[config.mk]
export PLATFORM = sky130hd
export DESIGN_NAME = url_percent_decoder
export DESIGN_NICKNAME = d
export VERILOG_FILES = /design/src/sv/urldec_pkg.sv /design/src/sv/urldec_in_reg.sv /design/src/sv/urldec_decode.sv /design/src/sv/urldec_out_reg.sv /design/src/sv/url_percent_decoder.sv
export SDC_FILE = /design/constraint.sdc
export NUM_CORES = 1
export LEC_CHECK = 0
export BUFFER_PORTS_ARGS = -buffer_cell sky130_fd_sc_hd__buf_2
export CELL_PAD_IN_SITES_DETAIL_PLACEMENT = 1
export CELL_PAD_IN_SITES_GLOBAL_PLACEMENT = 1
export CORE_MARGIN = 4
export CORE_UTILIZATION = 30
export CTS_CLUSTER_SIZE = 8
export DETAILED_ROUTE_END_ITERATION = 12
export PLACE_DENSITY_LB_ADDON = 0.05
export SLEW_MARGIN = 10
export SYNTH_ARGS = -nofsm -noshare
export SYNTH_HDL_FRONTEND = slang
export SYNTH_SLANG_ARGS = --single-unit
[constraint.sdc]
create_clock -name clk -period 5.61 [get_ports clk]
set_input_delay 0.561 -clock clk [delete_from_list [all_inputs] [get_ports clk]]
set_output_delay 0.561 -clock clk [all_outputs]
set_load 0.05 [all_outputs]
[src/sv/urldec_pkg.sv]
package urldec_pkg;

    // Width of the per-string decoded byte counter
    localparam int COUNT_WIDTH = 16;
    // Width of the capacity register and of the reported length
    localparam int LEN_WIDTH   = 16;
    // Width used when the counter is compared with the capacity limit
    localparam int CMP_WIDTH   = (COUNT_WIDTH > LEN_WIDTH) ? COUNT_WIDTH : LEN_WIDTH;

    localparam logic [7:0]           PERCENT_CHAR  = 8'h25;
    localparam logic [7:0]           NOT_HEX       = 8'd127;
    localparam logic [3:0]           NIBBLE_MASK   = 4'hf;
    localparam logic [LEN_WIDTH-1:0] CAPACITY_RST  = LEN_WIDTH'(256);

    typedef enum logic [1:0] {
        PH_PLAIN = 2'd0,
        PH_HIGH  = 2'd1,
        PH_LOW   = 2'd2
    } phase_t;

    typedef struct packed {
        logic [7:0] in_byte;
        logic       is_last;
    } in_item_t;

    typedef struct packed {
        logic [7:0]           out_byte;
        logic                 byte_valid;
        logic                 end_of_string;
        logic [LEN_WIDTH-1:0] out_length;
    } out_item_t;

    // Hex digit value; a non-hex character maps to the low nibble of NOT_HEX
    function automatic logic [3:0] hex_nibble(input logic [7:0] c);
        logic [7:0] v;
        begin
            if (c >= 8'h30 && c <= 8'h39) begin
                v = c - 8'h30;
            end
            else if (c >= 8'h41 && c <= 8'h46) begin
                v = c - 8'h41 + 8'd10;
            end
            else if (c >= 8'h61 && c <= 8'h66) begin
                v = c - 8'h61 + 8'd10;
            end
            else begin
                v = NOT_HEX;
            end
            return v[3:0] & NIBBLE_MASK;
        end
    endfunction

endpackage

[src/sv/urldec_in_reg.sv]
module urldec_in_reg (
    input  logic                clk,
    input  logic                rst_n,
    input  logic                in_valid,
    output logic                in_stall,
    input  urldec_pkg::in_item_t in_data,
    input  logic                take,
    output logic                item_valid,
    output urldec_pkg::in_item_t item
);

    logic                 valid_reg;
    logic                 valid_next;
    urldec_pkg::in_item_t item_reg;
    logic                 load;

    // Hold the beat only while the decode stage cannot take it
    assign in_stall = valid_reg && !take;
    assign load     = in_valid && !in_stall;

    always_comb
    begin
        valid_next = valid_reg;
        if (load) begin
            valid_next = 1'b1;
        end
        else if (take) begin
            valid_next = 1'b0;
        end
    end

    always_ff @(posedge clk or negedge rst_n)
    begin
        if (!rst_n) begin
            valid_reg <= 1'b0;
        end
        else begin
            valid_reg <= valid_next;
        end
    end

    // Capture the input beat
    always_ff @(posedge clk)
    begin
        if (load) begin
            item_reg <= in_data;
        end
    end

    assign item_valid = valid_reg;
    assign item       = item_reg;

endmodule

[src/sv/urldec_decode.sv]
module urldec_decode (
    input  logic                                 clk,
    input  logic                                 rst_n,
    input  logic                                 fire,
    input  urldec_pkg::in_item_t                 item,
    input  logic [urldec_pkg::LEN_WIDTH-1:0]     capacity,
    output logic                                 res_valid,
    output urldec_pkg::out_item_t                res
);

    urldec_pkg::phase_t                     phase_reg;
    urldec_pkg::phase_t                     phase_next;
    logic [3:0]                             high_reg;
    logic [3:0]                             high_next;
    logic [urldec_pkg::COUNT_WIDTH-1:0]     count_reg;
    logic [urldec_pkg::COUNT_WIDTH-1:0]     count_next;
    logic                                   stopped_reg;
    logic                                   stopped_next;

    logic                                   have;
    logic [7:0]                             value;
    logic                                   full;
    logic                                   emit;
    logic [urldec_pkg::CMP_WIDTH-1:0]       limit;
    logic [urldec_pkg::CMP_WIDTH-1:0]       count_ext;
    logic [urldec_pkg::COUNT_WIDTH-1:0]     count_after;

    // Escape phase walk and byte value; the final byte returns to plain
    always_comb
    begin
        phase_next = phase_reg;
        high_next  = high_reg;
        have       = 1'b0;
        value      = 8'h00;
        if (!stopped_reg) begin
            unique case (phase_reg)
                urldec_pkg::PH_HIGH:
                begin
                    high_next  = urldec_pkg::hex_nibble(item.in_byte);
                    phase_next = urldec_pkg::PH_LOW;
                end
                urldec_pkg::PH_LOW:
                begin
                    value      = {high_reg, urldec_pkg::hex_nibble(item.in_byte)};
                    have       = 1'b1;
                    phase_next = urldec_pkg::PH_PLAIN;
                end
                default:
                begin
                    if (item.in_byte == urldec_pkg::PERCENT_CHAR) begin
                        phase_next = urldec_pkg::PH_HIGH;
                    end
                    else begin
                        value      = item.in_byte;
                        have       = 1'b1;
                        phase_next = urldec_pkg::PH_PLAIN;
                    end
                end
            endcase
        end
        if (item.is_last) begin
            phase_next = urldec_pkg::PH_PLAIN;
            high_next  = 4'h0;
        end
    end

    // Capacity check: capacity zero behaves like capacity one
    always_comb
    begin
        if (capacity == '0) begin
            limit = '0;
        end
        else begin
            limit = urldec_pkg::CMP_WIDTH'(capacity - 1'b1);
        end
        count_ext = urldec_pkg::CMP_WIDTH'(count_reg);
        full      = (count_ext >= limit) || (&count_reg);
    end

    assign emit        = have && !full;
    assign count_after = emit ? count_reg + 1'b1 : count_reg;

    // Next string state; the final byte clears it
    always_comb
    begin
        stopped_next = stopped_reg || (have && full);
        count_next   = count_after;
        if (item.is_last) begin
            count_next   = '0;
            stopped_next = 1'b0;
        end
    end

    always_ff @(posedge clk or negedge rst_n)
    begin
        if (!rst_n) begin
            phase_reg   <= urldec_pkg::PH_PLAIN;
            high_reg    <= 4'h0;
            count_reg   <= '0;
            stopped_reg <= 1'b0;
        end
        else if (fire) begin
            phase_reg   <= phase_next;
            high_reg    <= high_next;
            count_reg   <= count_next;
            stopped_reg <= stopped_next;
        end
    end

    // Result for this byte
    always_comb
    begin
        res_valid         = fire && (emit || item.is_last);
        res.out_byte      = emit ? value : 8'h00;
        res.byte_valid    = emit;
        res.end_of_string = item.is_last;
        res.out_length    = item.is_last ? urldec_pkg::LEN_WIDTH'(count_after) : '0;
    end

endmodule

[src/sv/urldec_out_reg.sv]
module urldec_out_reg (
    input  logic                  clk,
    input  logic                  rst_n,
    input  logic                  res_valid,
    input  urldec_pkg::out_item_t res,
    output logic                  free,
    output logic                  out_valid,
    input  logic                  out_stall,
    output urldec_pkg::out_item_t out_data
);

    logic                  valid_reg;
    logic                  valid_next;
    urldec_pkg::out_item_t data_reg;

    // Register is free when empty or when its beat leaves this cycle
    assign free = !valid_reg || !out_stall;

    always_comb
    begin
        valid_next = valid_reg;
        if (free) begin
            valid_next = res_valid;
        end
    end

    always_ff @(posedge clk or negedge rst_n)
    begin
        if (!rst_n) begin
            valid_reg <= 1'b0;
        end
        else begin
            valid_reg <= valid_next;
        end
    end

    // Load a new result beat
    always_ff @(posedge clk)
    begin
        if (free && res_valid) begin
            data_reg <= res;
        end
    end

    assign out_valid = valid_reg;
    assign out_data  = data_reg;

endmodule

[src/sv/url_percent_decoder.sv]
// Channel | Direction | Handshake          | Payload
// in      | input     | in_valid/in_stall   | in_data  (in_item_t: in_byte, is_last)
// out     | output    | out_valid/out_stall | out_data (out_item_t: out_byte, byte_valid,
//         |           |                     |           end_of_string, out_length)
// cfg     | input     | cfg_valid/cfg_ready | cfg_data (out_capacity, always ready)
//
// One byte per cycle while out_stall is low; a taken byte passes through the input register,
// the decode logic and the result register.
// Reset clears the escape state, the byte count and both valid flags; capacity goes to 256.
// in_stall rises only while the input register is full and the result register is held
// by out_stall; a byte that yields no result still moves through the decode stage.
module url_percent_decoder (
    input  logic                                clk,
    input  logic                                rst_n,
    input  logic                                in_valid,
    output logic                                in_stall,
    input  urldec_pkg::in_item_t                in_data,
    output logic                                out_valid,
    input  logic                                out_stall,
    output urldec_pkg::out_item_t               out_data,
    input  logic                                cfg_valid,
    output logic                                cfg_ready,
    input  logic [urldec_pkg::LEN_WIDTH-1:0]    cfg_data
);

    logic                                   item_valid;
    urldec_pkg::in_item_t                   item;
    logic                                   free;
    logic                                   fire;
    logic                                   res_valid;
    urldec_pkg::out_item_t                  res;
    logic [urldec_pkg::LEN_WIDTH-1:0]       capacity_reg;

    // Capacity register
    assign cfg_ready = 1'b1;

    always_ff @(posedge clk or negedge rst_n)
    begin
        if (!rst_n) begin
            capacity_reg <= urldec_pkg::CAPACITY_RST;
        end
        else if (cfg_valid && cfg_ready) begin
            capacity_reg <= cfg_data;
        end
    end

    // Advance the held byte when the result register can take its beat
    assign fire = item_valid && free;

    urldec_in_reg u_in (
        .clk        (clk),
        .rst_n      (rst_n),
        .in_valid   (in_valid),
        .in_stall   (in_stall),
        .in_data    (in_data),
        .take       (free),
        .item_valid (item_valid),
        .item       (item)
    );

    urldec_decode u_dec (
        .clk       (clk),
        .rst_n     (rst_n),
        .fire      (fire),
        .item      (item),
        .capacity  (capacity_reg),
        .res_valid (res_valid),
        .res       (res)
    );

    urldec_out_reg u_out (
        .clk       (clk),
        .rst_n     (rst_n),
        .res_valid (res_valid),
        .res       (res),
        .free      (free),
        .out_valid (out_valid),
        .out_stall (out_stall),
        .out_data  (out_data)
    );

endmodule

==> reports/qor.csv <==
metric;value;unit
max_cap_viol_count;0;
area_delta_synth_final;14.4;%
reg2regPathDepth;13;
max_freq;217;MHz
tritoncts;yes;
layout.cells.most_common_list;nand2_1 (58), buf_2 (57), dfrtp_1 (40);
syn-num-nets;515;
first_iter_violations;244;
syn_area;4550;sq um
cts_sinks;76;
power_leakage;2.13;nW
cts_max_level;3;
hold_viol;0;
min_period;4.61;ns
antenna_left;0;
setup_viol;0;
outcome;finished clean;
die-area;17200;sq um
maxSlewViolCount;0;
grt_pass1_wl;20900;microns
wirelength;12500;microns
p_total;2.45;mW
yosys-top-cells-area;edfxtp_1 (23%), dfrtp_1 (22%), ha_1 (6.9%);
syn_inst;460;
root_buffer;clkbuf_16;
crit_fanout;15;
setup_tns;0;ns
synth-main-ff-cell;dfrtp_1;
synth_top_area_share;23.1;%
path_class;reg2reg;
fin_crit_sh;82.2;%
row_count;44;
cts-resized-gates;0;
first_global_vias;3851;
drive_gt1_share;19.4;%
synth-seq-cells;76;
grt_overflow;0;
hold_buffers;0;
worst_r2r_endpoint;u_out.out_data[0];
cp.required;5.64;ns
wl_per_cell;17.9;microns
clockBufferDepth;2;
slew_headroom;32.8;%
die_w;131;microns
grt_antenna_before_repair;0;
crit_arrival;4.64;ns
async_flop_share;53.9;%
place_congestion;0.781;
dr_total_vias;3647;
rr_startpoint;capacity_reg[11];
clock_latency;0.34;ns
synth_area_leader_cell;edfxtp_1;
critPathLaunchType;flop;
synth-edff-count;35;
via_per_inst;5.25;
nets;562;
post_cts_buffers;0;
skew;0.00815;ns
clkTransAtPathRegs;0.06;ns
placed_cell_area;4960;sq um
rsz0062_at_grt;false;
largest_register_ffs;26;
grt_use_total;15.0;%
die_h;131;microns
ir_drop;0.000172;V
firstDrtPassIters;4;
synth_warnings;0;
ff2ff_setup_slack;1.00;ns
worstMarginPinSlew;1.01;ns
io_pins;59;
grt_max_degree;45;
start_util;31.0;%
drc;0;
hold_class;in2async;
dp_hpwl;9050;microns
yosysUniqueCellTypes;59;
port_buffers;57;
synth.avg_cell_area;9.90;sq um
design.core.area;14700;sq um
ys_seq_area_share;45.7;%
end_kind;flop;
final_area;5210;sq um
final_common_cell;nand2_1;
diodes;0;
power_density;471;nW/um^2
cts_buffers;9;
Yosys cell counts (all sizes together) (11+ instances only):
library cell	instances
a21oi	22
clkbuf	13
dfrtp	40
edfxtp	35
ha	25
inv	22
mux2	14
nand2	58
nand3	22
nand4	13
nor2	30
nor3	14
o21ai	23
or3	11
power by group:
group          leakage, nW  internal (mW)  switching (mW)
Sequential           0.846          0.767           0.176
Combinational         1.16          0.288           0.699
Clock                0.126          0.295           0.227
Total                 2.13           1.35            1.10
worst max-delay path, stage by stage (launching register included):
cell	delay [ns]
dfrtp_1	0.41
or3_1	0.42
or3_1	0.34
nor2_1	0.17
nand3_1	0.41
nand2_1	0.23
ha_1	0.27
a21oi_1	0.17
nor3_1	0.09
nor4_4	0.35
and3b_4	0.35
a21oi_2	0.12
nor2_2	0.58
buf_4	0.36
through the flow:
step / hold WS [ns] / util [%] / cells / setup slack (ns)
after floorplan: 0.265 / - / 460 / 1.23
after global placement: 0.518 / 33.7 / 680 / 1.16
after detailed placement: 0.526 / 33.7 / 680 / 0.991
after CTS: 0.374 / 35.4 / 695 / 0.985
after global routing: 0.374 / 35.4 / 695 / 0.598
final: 0.394 / 35.4 / 695 / 1.00
layout make-up:
type / count / area, sq um
clock buffer: 12 / 236
clock inverter: 3 / 15.0
fill: 1690 / 9490
inverter: 22 / 82.6
multi-input combinational: 339 / 2270
sequential: 76 / 2080
tap: 184 / 230
timing repair buffer: 59 / 300
worst max-delay path by stage:
stage / start / endpoint / depth (start not counted)
global placement: capacity_reg[11] / u_out.out_data[7] / 13
finish: capacity_reg[11] / u_out.out_data[0] / 13
detailed placement: capacity_reg[11] / u_out.out_data[7] / 13
floorplan: capacity_reg[11] / u_out.out_data[0] / 13
global route: capacity_reg[11] / u_out.out_data[6] / 13
CTS: capacity_reg[11] / u_out.out_data[0] / 13
logic make-up after synthesis:
family | count (synthesis) | share of synthesized area, %
buf+inv | 45 | 4.62
compound gates | 91 | 13.3
xor+xnor | 14 | 2.69
simple gates | 190 | 22.4
fa+ha+maj | 25 | 6.87
flops | 76 | 45.7
mux | 18 | 4.34
other cells | 1 | 0.0824
layer usage:
| metal | up-vias | wire length, microns | track usage, % | part of all wire, % |
|---|---|---|---|---|
| met5 | - | 0 | 0 | 0 |
| met4 | 0 | 163 | 4.43 | 1.3 |
| met3 | 11 | 462 | 3.63 | 3.7 |
| met2 | 68 | 5650 | 23.9 | 45 |
| met1 | 1788 | 6200 | 20.4 | 50 |
| li1 | 1780 | - | - | - |
Power figures use the tool's default switching activity.
